**src/rtl/fve_pkg.sv**
```systemverilog
// shared types, constants and the microcode table of the volume fade envelope
package fve_pkg;

    localparam int          PC_W       = 4;
    localparam int          DIV_W      = 16;
    localparam int          CNT_W      = 4;
    localparam logic [15:0] FULL_LEVEL = 16'h8000;
    localparam int          OUT_W      = 56;

    typedef enum logic [1:0] {
        KIND_RESET = 2'd0,
        KIND_IN    = 2'd1,
        KIND_STOP  = 2'd2,
        KIND_PAUSE = 2'd3
    } fade_kind_t;

    typedef enum logic [1:0] {
        REG_SEQ_VOL    = 2'd0,
        REG_PLAYER_VOL = 2'd1,
        REG_TRACK_GAIN = 2'd2,
        REG_TRACK_MASK = 2'd3
    } reg_index_t;

    typedef enum logic [3:0] {
        OP_IDLE,
        OP_UPDATE,
        OP_DIV_INIT,
        OP_DIV_STEP,
        OP_DIV_END,
        OP_MUL_A,
        OP_MUL_B,
        OP_MUL_C,
        OP_EMIT
    } op_t;

    typedef enum logic [2:0] {
        C_IN,
        C_NEXT,
        C_DIV,
        C_LOOP,
        C_OUT,
        C_JUMP
    } cond_t;

    typedef struct packed {
        op_t              op;
        cond_t            cond;
        logic [PC_W-1:0]  target;
    } ucode_t;

    typedef struct packed {
        op_t  op;
        logic in_ready;
    } ctrl_t;

    typedef struct packed {
        logic in_fire;
        logic need_div;
        logic loop_more;
        logic out_free;
    } status_t;

    localparam logic [PC_W-1:0] PC_WAIT   = 4'd0;
    localparam logic [PC_W-1:0] PC_UPDATE = 4'd1;
    localparam logic [PC_W-1:0] PC_DSTEP  = 4'd3;
    localparam logic [PC_W-1:0] PC_MUL_A  = 4'd5;

    function automatic ucode_t fve_ucode(input logic [PC_W-1:0] pc);
        ucode_t w;
        unique case (pc)
            4'd0:    w = '{op: OP_IDLE,     cond: C_IN,   target: PC_UPDATE};
            4'd1:    w = '{op: OP_UPDATE,   cond: C_DIV,  target: PC_MUL_A};
            4'd2:    w = '{op: OP_DIV_INIT, cond: C_NEXT, target: PC_WAIT};
            4'd3:    w = '{op: OP_DIV_STEP, cond: C_LOOP, target: PC_DSTEP};
            4'd4:    w = '{op: OP_DIV_END,  cond: C_NEXT, target: PC_WAIT};
            4'd5:    w = '{op: OP_MUL_A,    cond: C_NEXT, target: PC_WAIT};
            4'd6:    w = '{op: OP_MUL_B,    cond: C_NEXT, target: PC_WAIT};
            4'd7:    w = '{op: OP_MUL_C,    cond: C_NEXT, target: PC_WAIT};
            4'd8:    w = '{op: OP_EMIT,     cond: C_OUT,  target: PC_WAIT};
            default: w = '{op: OP_IDLE,     cond: C_JUMP, target: PC_WAIT};
        endcase
        return w;
    endfunction

endpackage

```
**src/rtl/fve_sequencer.sv**
```systemverilog
// step counter and microcode lookup with conditional jumps
module fve_sequencer (
    input  logic             aclk,
    input  logic             aresetn,
    input  fve_pkg::status_t status,
    output fve_pkg::ctrl_t   ctrl
);
    import fve_pkg::*;

    logic [PC_W-1:0] pc_reg;
    logic [PC_W-1:0] pc_next;
    ucode_t          uc;

    assign uc            = fve_ucode(pc_reg);
    assign ctrl.op       = uc.op;
    assign ctrl.in_ready = (uc.cond == C_IN);

    always_comb begin
        unique case (uc.cond)
            C_IN:    pc_next = status.in_fire ? uc.target : pc_reg;
            C_NEXT:  pc_next = pc_reg + 1'b1;
            C_DIV:   pc_next = status.need_div ? pc_reg + 1'b1 : uc.target;
            C_LOOP:  pc_next = status.loop_more ? uc.target : pc_reg + 1'b1;
            C_OUT:   pc_next = status.out_free ? uc.target : pc_reg;
            C_JUMP:  pc_next = uc.target;
            default: pc_next = PC_WAIT;
        endcase
    end

    always_ff @(posedge aclk) begin
        if (!aresetn) begin
            pc_reg <= PC_WAIT;
        end else begin
            pc_reg <= pc_next;
        end
    end

endmodule

```
**src/rtl/fve_datapath.sv**
```systemverilog
// fade state, config registers, serial divider, multipliers and output register
module fve_datapath (
    input  logic                      aclk,
    input  logic                      aresetn,
    input  fve_pkg::ctrl_t            ctrl,
    output fve_pkg::status_t          status,
    input  logic                      s_tvalid,
    input  logic [15:0]               s_tdata,
    input  logic [2:0]                s_tuser,
    output logic                      m_tvalid,
    input  logic                      m_tready,
    output logic [fve_pkg::OUT_W-1:0] m_tdata,
    input  logic                      cfg_valid,
    input  logic [1:0]                cfg_index,
    input  logic [15:0]               cfg_data
);
    import fve_pkg::*;

    logic [7:0]  seq_vol_reg;
    logic [15:0] player_vol_reg;
    logic [15:0] track_gain_reg;
    logic [15:0] track_mask_reg;

    fade_kind_t  mode_reg;
    logic [15:0] env_reg;
    logic [15:0] step_reg;

    logic        act_reg;
    fade_kind_t  kind_reg;
    logic [15:0] dur_reg;
    logic        stop_reg;
    logic        pause_reg;
    logic        unpause_reg;

    logic [DIV_W:0]   rem_reg;
    logic [DIV_W-1:0] quo_reg;
    logic [CNT_W-1:0] cnt_reg;
    logic [23:0]      p1_reg;
    logic [39:0]      p2_reg;
    logic [39:0]      t_reg;

    logic             out_valid_reg;
    logic [OUT_W-1:0] out_data_reg;

    fade_kind_t  mode_next;
    logic [15:0] env_next;
    logic [15:0] step_next;
    logic        stop_next;
    logic        pause_next;
    logic        unpause_next;
    logic [15:0] sum;

    logic [15:0]    div_d;
    logic [DIV_W:0] r_sh;
    logic           ge;
    logic [7:0]     master;
    logic [7:0]     track;
    logic           in_fire;
    logic           emit;

    assign in_fire          = s_tvalid && ctrl.in_ready;
    assign status.in_fire   = in_fire;
    assign status.need_div  = act_reg && ((kind_reg == KIND_IN) ||
                              ((kind_reg == KIND_STOP || kind_reg == KIND_PAUSE) &&
                               (dur_reg != 16'd0)));
    assign status.loop_more = (cnt_reg != '0);
    assign status.out_free  = !out_valid_reg || m_tready;
    assign emit             = (ctrl.op == OP_EMIT) && status.out_free;

    // state update for one request, before the step from the divider lands
    always_comb begin
        mode_next    = mode_reg;
        env_next     = env_reg;
        step_next    = step_reg;
        stop_next    = 1'b0;
        pause_next   = 1'b0;
        unpause_next = 1'b0;
        sum          = env_reg + step_reg;
        if (act_reg) begin
            unique case (kind_reg)
                KIND_RESET: begin
                    env_next  = FULL_LEVEL;
                    step_next = 16'd0;
                    mode_next = KIND_RESET;
                end
                KIND_IN: begin
                    if (mode_reg == KIND_RESET) begin
                        env_next = 16'd0;
                    end
                    unpause_next = 1'b1;
                    mode_next    = KIND_IN;
                end
                KIND_STOP, KIND_PAUSE: begin
                    if (mode_reg == KIND_RESET) begin
                        env_next = FULL_LEVEL;
                    end
                    mode_next = kind_reg;
                    if (dur_reg == 16'd0) begin
                        // zero-length fade out goes straight to silence
                        env_next  = 16'd0;
                        step_next = 16'd1;
                        if (kind_reg == KIND_STOP) begin
                            mode_next = KIND_RESET;
                            stop_next = 1'b1;
                        end else begin
                            pause_next = 1'b1;
                        end
                    end
                end
            endcase
        end else begin
            unique case (mode_reg)
                KIND_RESET: begin
                end
                KIND_IN: begin
                    if (sum[15]) begin
                        mode_next = KIND_RESET;
                        env_next  = FULL_LEVEL;
                        step_next = 16'd0;
                    end else begin
                        env_next = sum;
                    end
                end
                KIND_STOP: begin
                    if (env_reg < step_reg) begin
                        mode_next = KIND_RESET;
                        env_next  = 16'd0;
                        stop_next = 1'b1;
                    end else begin
                        env_next = env_reg - step_reg;
                    end
                end
                KIND_PAUSE: begin
                    if (env_reg < step_reg) begin
                        env_next   = 16'd0;
                        pause_next = 1'b1;
                    end else begin
                        env_next = env_reg - step_reg;
                    end
                end
            endcase
        end
    end

    // restoring divide of full level by the duration, one bit a step
    assign div_d = (dur_reg == 16'd0) ? 16'd1 : dur_reg;
    assign r_sh  = {rem_reg[DIV_W-1:0], quo_reg[DIV_W-1]};
    assign ge    = (r_sh >= {1'b0, div_d});

    assign master = (|p2_reg[39:31]) ? 8'hFF : p2_reg[30:23];
    assign track  = (|t_reg[39:23])  ? 8'hFF : t_reg[22:15];

    always_ff @(posedge aclk) begin
        if (!aresetn) begin
            seq_vol_reg    <= 8'd100;
            player_vol_reg <= 16'd256;
            track_gain_reg <= 16'd256;
            track_mask_reg <= 16'd0;
            mode_reg       <= KIND_RESET;
            env_reg        <= FULL_LEVEL;
            step_reg       <= 16'd0;
            out_valid_reg  <= 1'b0;
        end else begin
            if (cfg_valid) begin
                unique case (reg_index_t'(cfg_index))
                    REG_SEQ_VOL:    seq_vol_reg    <= cfg_data[7:0];
                    REG_PLAYER_VOL: player_vol_reg <= cfg_data;
                    REG_TRACK_GAIN: track_gain_reg <= cfg_data;
                    REG_TRACK_MASK: track_mask_reg <= cfg_data;
                endcase
            end
            if (ctrl.op == OP_UPDATE) begin
                mode_reg <= mode_next;
                env_reg  <= env_next;
                step_reg <= step_next;
            end
            if (ctrl.op == OP_DIV_END) begin
                step_reg <= quo_reg;
            end
            if (emit) begin
                out_valid_reg <= 1'b1;
            end else if (m_tready) begin
                out_valid_reg <= 1'b0;
            end
        end
    end

    always_ff @(posedge aclk) begin
        if (in_fire) begin
            act_reg  <= s_tuser[0];
            kind_reg <= fade_kind_t'(s_tuser[2:1]);
            dur_reg  <= s_tdata;
        end
        if (ctrl.op == OP_UPDATE) begin
            stop_reg    <= stop_next;
            pause_reg   <= pause_next;
            unpause_reg <= unpause_next;
        end
        unique case (ctrl.op)
            OP_DIV_INIT: begin
                rem_reg <= '0;
                quo_reg <= FULL_LEVEL;
                cnt_reg <= CNT_W'(DIV_W - 1);
            end
            OP_DIV_STEP: begin
                rem_reg <= ge ? (r_sh - {1'b0, div_d}) : r_sh;
                quo_reg <= {quo_reg[DIV_W-2:0], ge};
                cnt_reg <= cnt_reg - 1'b1;
            end
            OP_MUL_A: p1_reg <= 24'(seq_vol_reg) * 24'(player_vol_reg);
            OP_MUL_B: p2_reg <= 40'(p1_reg) * 40'(env_reg);
            OP_MUL_C: t_reg  <= 40'(p2_reg[39:16]) * 40'(track_gain_reg);
            default: begin
            end
        endcase
        if (emit) begin
            out_data_reg <= {3'b000, env_reg, mode_reg, unpause_reg, pause_reg, stop_reg,
                             track_mask_reg, track, master};
        end
    end

    assign m_tvalid = out_valid_reg;
    assign m_tdata  = out_data_reg;

endmodule

```
**src/rtl/volume_fade_envelope_core.sv**
```systemverilog
// top level of the volume fade envelope engine
//
//  channel | direction | handshake              | payload
//  s_      | in        | s_tvalid / s_tready    | tdata fade_duration, tuser action, fade_kind
//  m_      | out       | m_tvalid / m_tready    | tdata levels, select, pulses, mode, envelope
//  cfg_    | in        | cfg_valid / cfg_ready  | cfg_index, cfg_data
//
// m_tvalid rises when the result of an accepted request is emitted, both for a tick and for
// a fade start that divides by its duration; s_tready returns with it.
// a fade start that divides by its duration runs 16 passes of a one-bit restoring divider;
// every request then goes through three registered multiplies, each feeding the next.
// one request is worked at a time; s_tready is high only in the wait step.
// a held result does not block the next request, only the emit step waits for m_tready.
// synchronous active-low reset restores the config defaults, full envelope, no fade.
// cfg_ready is always high.
module volume_fade_envelope_core (
    input  logic                      aclk,
    input  logic                      aresetn,
    input  logic                      s_tvalid,
    output logic                      s_tready,
    input  logic [15:0]               s_tdata,   // fade_duration[15:0]
    input  logic [2:0]                s_tuser,   // action[0], fade_kind[2:1]
    output logic                      m_tvalid,
    input  logic                      m_tready,
    // master_level[7:0], track_level[15:8], track_select[31:16], stop_pulse[32],
    // pause_pulse[33], unpause_pulse[34], fade_mode[36:35], envelope_level[52:37]
    output logic [fve_pkg::OUT_W-1:0] m_tdata,
    input  logic                      cfg_valid,
    output logic                      cfg_ready,
    input  logic [1:0]                cfg_index,
    input  logic [15:0]               cfg_data
);
    import fve_pkg::*;

    ctrl_t   ctrl;
    status_t status;

    assign s_tready  = ctrl.in_ready;
    assign cfg_ready = 1'b1;

    fve_sequencer u_seq (
        .aclk    (aclk),
        .aresetn (aresetn),
        .status  (status),
        .ctrl    (ctrl)
    );

    fve_datapath u_dp (
        .aclk      (aclk),
        .aresetn   (aresetn),
        .ctrl      (ctrl),
        .status    (status),
        .s_tvalid  (s_tvalid),
        .s_tdata   (s_tdata),
        .s_tuser   (s_tuser),
        .m_tvalid  (m_tvalid),
        .m_tready  (m_tready),
        .m_tdata   (m_tdata),
        .cfg_valid (cfg_valid),
        .cfg_index (cfg_index),
        .cfg_data  (cfg_data)
    );

endmodule

```
**config.mk**
```make
export PLATFORM = sky130hd
export DESIGN_NAME = volume_fade_envelope_core
export DESIGN_NICKNAME = d
export VERILOG_FILES = /design/src/rtl/fve_pkg.sv /design/src/rtl/fve_sequencer.sv /design/src/rtl/fve_datapath.sv /design/src/rtl/volume_fade_envelope_core.sv
export SDC_FILE = /design/constraint.sdc
export NUM_CORES = 2
export LEC_CHECK = 0
export ABC_CLOCK_PERIOD_IN_PS = 11100
export BUFFER_PORTS_ARGS = -buffer_cell sky130_fd_sc_hd__buf_4
export CAP_MARGIN = 20
export CORE_AREA = 2 2 439 311
export DETAILED_ROUTE_END_ITERATION = 7
export DIE_AREA = 0 0 441 313
export PLACE_DENSITY_LB_ADDON = 0.2
export SYNTH_ARGS = -nofsm -noshare
export SYNTH_HDL_FRONTEND = slang
export SYNTH_SLANG_ARGS = --single-unit
```
**constraint.sdc**
```tcl
create_clock -name aclk -period 11.1 [get_ports aclk]
set_input_delay 3.33 -clock aclk [delete_from_list [all_inputs] [get_ports aclk]]
set_output_delay 3.33 -clock aclk [all_outputs]
set_load 0.02 [all_outputs]
```
# After elaboration in Yosys (flattened, before gate mapping)
# Memory sizes are Yosys's and may differ from the RTL's. A register that Yosys moved wholly into a read port is not among the register bits.
# Cells that the tools add are included.
# op_classes
order_cmp	2
mux	48
n_eq_ne	30
add_sub_neg	5
reduce_logical	34
multipliers	3
# ops
op	n
16-bit 2-to-1 mux	14
16-bit one-hot mux with 2 select lines	4
24-bit by 16-bit multiplier with 40-bit output	2
16-bit one-hot mux with 3 select lines	1
16-bit subtractor	2
8-bit by 16-bit multiplier with 24-bit output	1
4-bit 2-to-1 mux	6
4-bit one-hot mux with 6 select lines	1
17-bit by 16-bit >= comparator with 1-bit output	1
17-bit OR reduction	1
16-bit adder	1
4-bit by 3-bit == test with 1-bit output, second input constant	4
16-bit logical NOT	1
16-bit less-than comparator	1
16-bit nonzero test	1
1-bit 2-to-1 mux	14
2-bit == test, second input constant	6
4-bit inequality test, second input constant	3
3-bit nonzero test	4
2-bit 2-to-1 mux	5
2-bit AND reduction	5
9-bit OR reduction	1
4-bit by 2-bit == test with 1-bit output, second input constant	2
4-bit one-hot mux with 2 select lines	1
other kinds (23)	40
# word_totals
register_bits	310
out_inout_bits	59
n_memories	1
romBits	160
inputBits	42
# memory_table
memory	words	word_bits	read_ports	rd_ports_with_merged_regs	write_ports	line_no	text
(name not given)	16	10	1	1	0	fve_pkg.sv:70	unique case (pc)

# Depth between registers and ports, before layout
# depth
depth_word	9
ltp_mapped	24
mapped_depth_nobuf	23

# Cells and area by module
# From an unflattened synthesis, not the netlist that was laid out.
# unflattened
cells_unflattened	4200
hier_area_um2	39686.8
# modules_own_cells
mod	area_per_inst_um2	instances	cells_per_inst	seq_area_each_um2
fve_datapath	38959.9	1	4129	7347.0
fve_sequencer	715.7	1	69	280.3
volume_fade_envelope_core	11.3	1	2	0.0

# Least setup slack after synthesis
# OpenSTA, ideal clock, no wires.
# synth_timing
path_type	in2reg
start	in m_tready
end	reg u_dp.out_data_reg[0], in the netlist u_dp.m_tdata[0] (enable)
t_arrival_ns	8.494
stages	2
path_slack_ns	2.010
setup_ns	0.596
path_buffers	0
cell_sequence	nor2b_1 -> nor4bb_1
# synth_between
elab_chain_len	2
# synth_lines
item	line_no	text
from (decl)	volume_fade_envelope_core.sv:24	input logic m_tready,
1-bit logical OR	fve_datapath.sv:67	assign status.out_free = !out_valid_reg || m_tready;
1-bit logical AND	fve_datapath.sv:68	assign emit = (ctrl.op == OP_EMIT) && status.out_free;
named net u_dp.emit	fve_datapath.sv:59	logic emit;
to (signal assigned)	fve_datapath.sv:217	out_data_reg <= {3'b000, env_reg, mode_reg, unpause_reg, pause_reg, stop_reg,
to (decl)	fve_datapath.sv:43	logic [OUT_W-1:0] out_data_reg;
# The timed path passes the listed nets, and every way through them passes these cells.
# A chain may end at the register's enable or synchronous reset.

# Final worst setup path
# layout_timing
start	reg u_dp.env_reg[4]
end	reg u_dp.p2_reg[39] (data pin)
# layout_between
elab_chain_len	1
# layout_lines
item	line_no	text
from (decl)	fve_datapath.sv:25	logic [15:0] env_reg;
from (signal assigned)	fve_datapath.sv:174	env_reg <= env_next;
24-bit by 16-bit multiplier with 40-bit output	fve_datapath.sv:211	OP_MUL_B: p2_reg <= 40'(p1_reg) * 40'(env_reg);
to (signal assigned)	fve_datapath.sv:211	
to (decl)	fve_datapath.sv:39	logic [39:0] p2_reg;
# No other way between the ends.

==> summary.md <==
| Metric | Value |
|---|---|
| Register cell area after layout | `0.00764 sq mm` |
| Worst slack on hold paths | `between 400 and 500 ps` |
| Switching share of power | `0.383` |
| Power density normalized to cell area | `87.2 mW/mm^2` |
| Combinational family with the most area after synthesis | `adder cells` |
| Peak fanout along the critical path | `16` |
| Number of enable-type register cells in the synthesized netlist | `184` |
| Effective utilization at floorplan | `0.297` |
| Post_cts resized | `0` |
| 1st-iter DRT viols | `roughly 1,900` |
| Number of distinct library cells after synthesis | `90` |
| Number of nets still failing antenna checks after routing | `0` |
| Final Core Density | `0.326` |
| Multi-input gate area in the final layout | `~0.028 sq mm` |
| Die extent in y | `313 microns` |
| Reported max-cap violation count | `0` |
| Worst slew slack as a fraction of its limit | `0.296` |
| Transition time of the tightest slew-check pin | `1060 ps` |
| Global-route usage over all layers | `0.173` |
| Via count of the first global-routing pass | `29,261` |
| Count of nets after finishing | `5,333` |
| Compound-gate portion of the synthesized area | `0.0675` |
| Clock tree from TritonCTS | `built` |
| Number of antenna violations at the first check in global routing | `3` |
| Largest clock skew in the final design | `22.2 ps` |
| Adder and majority gate portion of the synthesized area | `0.449` |
| Asr flop ratio synth | `0` |
| Critical setup path kind | `flop to flop` |
| Final weighted congestion in routability-driven placement | `roughly 0.85` |
| Clk sink count | `between 200 and 300` |
| Multiplexer fraction of the synthesized cell area | `0.00226` |
| Number of slew-limit violations in the final report | `0` |
| Reg-to-Reg End | `u_dp.p2_reg[39]` |
| Startpoint kind of the worst setup timing path | `flop` |
| Combinational power share | `0.367` |
| Fillers | `around 14,000` |
| Nature of the critical path endpoint | `flop` |
| Xor and xnor fraction of the mapped netlist area | `0.0191` |
| Synthesized netlist cell count | `about 4,300` |
| Part of the Yosys area used for sequential elements | `0.191` |
| Highest achievable clock rate | `139 MHz` |
| Top-count cell post-synth | `inv_1` |
| Max H-tree Level | `1` |
| Worst ir drop on vdd | `0.000116 V` |
| Final setup viols | `0` |
| Period Utilization, post-route | `0.646` |
| Worst-Skew Late Latency | `640 ps` |
| Switching pwr | `1.46 mW` |
| Remaining design rule violation count | `0` |
| Post-synthesis instance area | `0.0399 sq mm` |
| Via count | `28,485` |
| Data arrival time at the worst-slack endpoint | `7550 ps` |
| Design Area, Final | `0.0437 sq mm` |
| Required time at the endpoint of the critical path | `11,480 ps` |
| Worst R2R Setup Slack | `3930 ps` |
| Post-placement cell area | `between 0.04 and 0.05 sq mm` |
| Yosys top cell area share | `0.350` |
| Mean area per synthesized cell | `a little over 9 sq um` |
| IO Port Bufs | `between 90 and 100` |
| TNS Setup | `0 ps` |
| HPWL after detailed placement | `90.9 mm` |
| Cell at the root of the clock tree | `clkbuf_16` |
| DRT Wirelength | `118 mm` |
| Wire length of the first global-routing pass | `approximately 180 mm` |
| Clock network fraction of total power | `0.280` |
| FF+latch count, synth | `289` |
| Area growth, synth to finish | `9.46%` |
| RSZ-0062 raised after global routing | `no` |
| Clock buffer count from CTS | `31` |
| Core area | `around 0.13 sq mm` |
| Post-route minimum period | `7170 ps` |
| TritonRoute pass-1 iters | `5` |
| Die width | `441 microns` |
| Static power due to leakage | `19.9 nW` |
| Maximum number of pins on one net before global-route repair | `53` |
| Relative contribution of sequential cells to total power | `0.353` |
| Rows | `113` |
| Min-delay worst type | `flop to flop` |
| Design internal power | `2.35 mW` |
| Max reg flops | `53` |
| Hold Vio Cnt, Final | `0` |
| Largest cells by area after synthesis | `fa_1 (35%), edfxtp_1 (14%), ha_1 (9.9%), inv_1 (7.9%), nand2_1 (6.5%)` |
| Remaining global-route overflow | `0` |
| Setup repair bufs after CTS | `0` |
| Routed length per placed instance | `19.3 microns` |
| Number of cells on the worst reg-to-reg path | `22` |
| Io pins | `101` |
| Layout cell share with drive strength beyond 1 | `0.0632` |
| Count of warnings emitted by yosys | `0` |
| Top cells by count, synth | `inv_1 (845), fa_1 (697), nand2_1 (694)` |
| CP startpoint | `u_dp.env_reg[4]` |
| Post-synth top flop | `edfxtp_1` |
| Simple logic cell fraction of the synthesized area | `0.172` |
| Post-CTS clock slew at the launch and capture registers of the worst setup and hold paths | `60 ps` |
| Status | `finished clean` |
| Synth area leader | `fa_1` |
| Worst setup endpoint | `u_dp.p2_reg[39]` |
| Post-detailed-route via-to-cell ratio | `4.68` |
| Die area | `0.138 sq mm` |
| Hold buffer count at cts | `0` |
| CTS Buffer Depth | `3` |
| Startpoint of the worst-slack reg-to-reg timing path | `u_dp.env_reg[4]` |
logic make-up after synthesis:
group | Yosys count
DFF | 289
and+or+nand+nor | 1435
adders and majority gates | 1013
AOI/OAI and AO/OA | 398
xor gates and xnor gates | 87
other | 2
muxes | 9
buffers and inverters | 1041
power by group through the flow:
stage / Clock [mW] / Combinational, mW / Sequential [mW]
after floorplan: 0 / 0.982 / 1.31
after global placement: 0 / 1.40 / 1.36
after detailed placement: 0 / 1.40 / 1.36
after CTS: 1.11 / 1.41 / 1.34
after global routing: 1.15 / 1.58 / 1.35
final: 1.07 / 1.40 / 1.34
cell usage in the layout, fill, tap and decap left out, types with 22 or more instances in the layout:
cell	n
xor2_1	27
nand3_1	57
xnor2_1	60
and2_1	380
nand2_1	694
fa_1	697
dfxtp_1	97
inv_1	845
o21ai_0	51
a21o_1	40
nor3_1	37
a21oi_1	145
clkbuf_16	31
nor2_1	114
buf_4	163
nand2b_1	22
edfxtp_1	184
ha_1	316
and3_1	30
worst max-delay path, cell delays in order (launching register included):
cell and delay, ps:
dfxtp_1 840, buf_4 330, and2_1 180, fa_1 400
inv_1 80, fa_1 430, fa_1 510, inv_1 50
fa_1 480, fa_1 500, inv_1 50, fa_1 490
inv_1 60, ha_1 320, nand4_1 150, a211oi_1 260
o22ai_1 240, a211oi_2 510, a31oi_2 240, o211ai_1 300
a21oi_1 170, o211ai_1 230, xnor2_1 90
how the worst min path moves through the flow:
| stage | startpoint | end | cells after the start |
|---|---|---|---|
| final | u_dp.stop_reg | u_dp.m_tdata[32] | 0 |
| after global routing | u_dp.stop_reg | u_dp.m_tdata[32] | 0 |
| after CTS | u_dp.unpause_reg | u_dp.m_tdata[34] | 0 |
| after detailed placement | u_dp.unpause_reg | u_dp.m_tdata[34] | 0 |
| after global placement | u_dp.pause_reg | u_dp.m_tdata[33] | 0 |
| after floorplan | u_dp.stop_reg | u_dp.m_tdata[32] | 0 |
cell type report:
cell class,count,area share
Sequential cell,289,0.175
Clock inverter,21,0.00441
Antenna cell,3,0.000172
Multi-Input combinational cell,2946,0.650
Timing Repair Buffer,164,0.0283
Tap cell,1782,0.0510
Clock buffer,36,0.0186
Inverter,846,0.0727
stage by stage:
| stage | power [mW] | instances | worst slack, ps |
|---|---|---|---|
| 2_1_floorplan | 2.29 | 4276 | 2010 |
| 3_3_place_gp | 2.76 | 6025 | 3940 |
| 3_5_place_dp | 2.76 | 6027 | 3900 |
| 4_1_cts | 3.85 | 6084 | 3870 |
| 5_1_grt | 4.08 | 6084 | 3510 |
| 6_report | 3.81 | 6087 | 3930 |
routing by layer:
metal,routed length (microns),track usage,part of all wire
met3,7170,0.0243,0.061
met1,64400,0.294,0.55
met4,1410,0.0200,0.012
met5,0,0,0
met2,44700,0.231,0.38
Note: power is estimated with default switching activity, not from simulation.
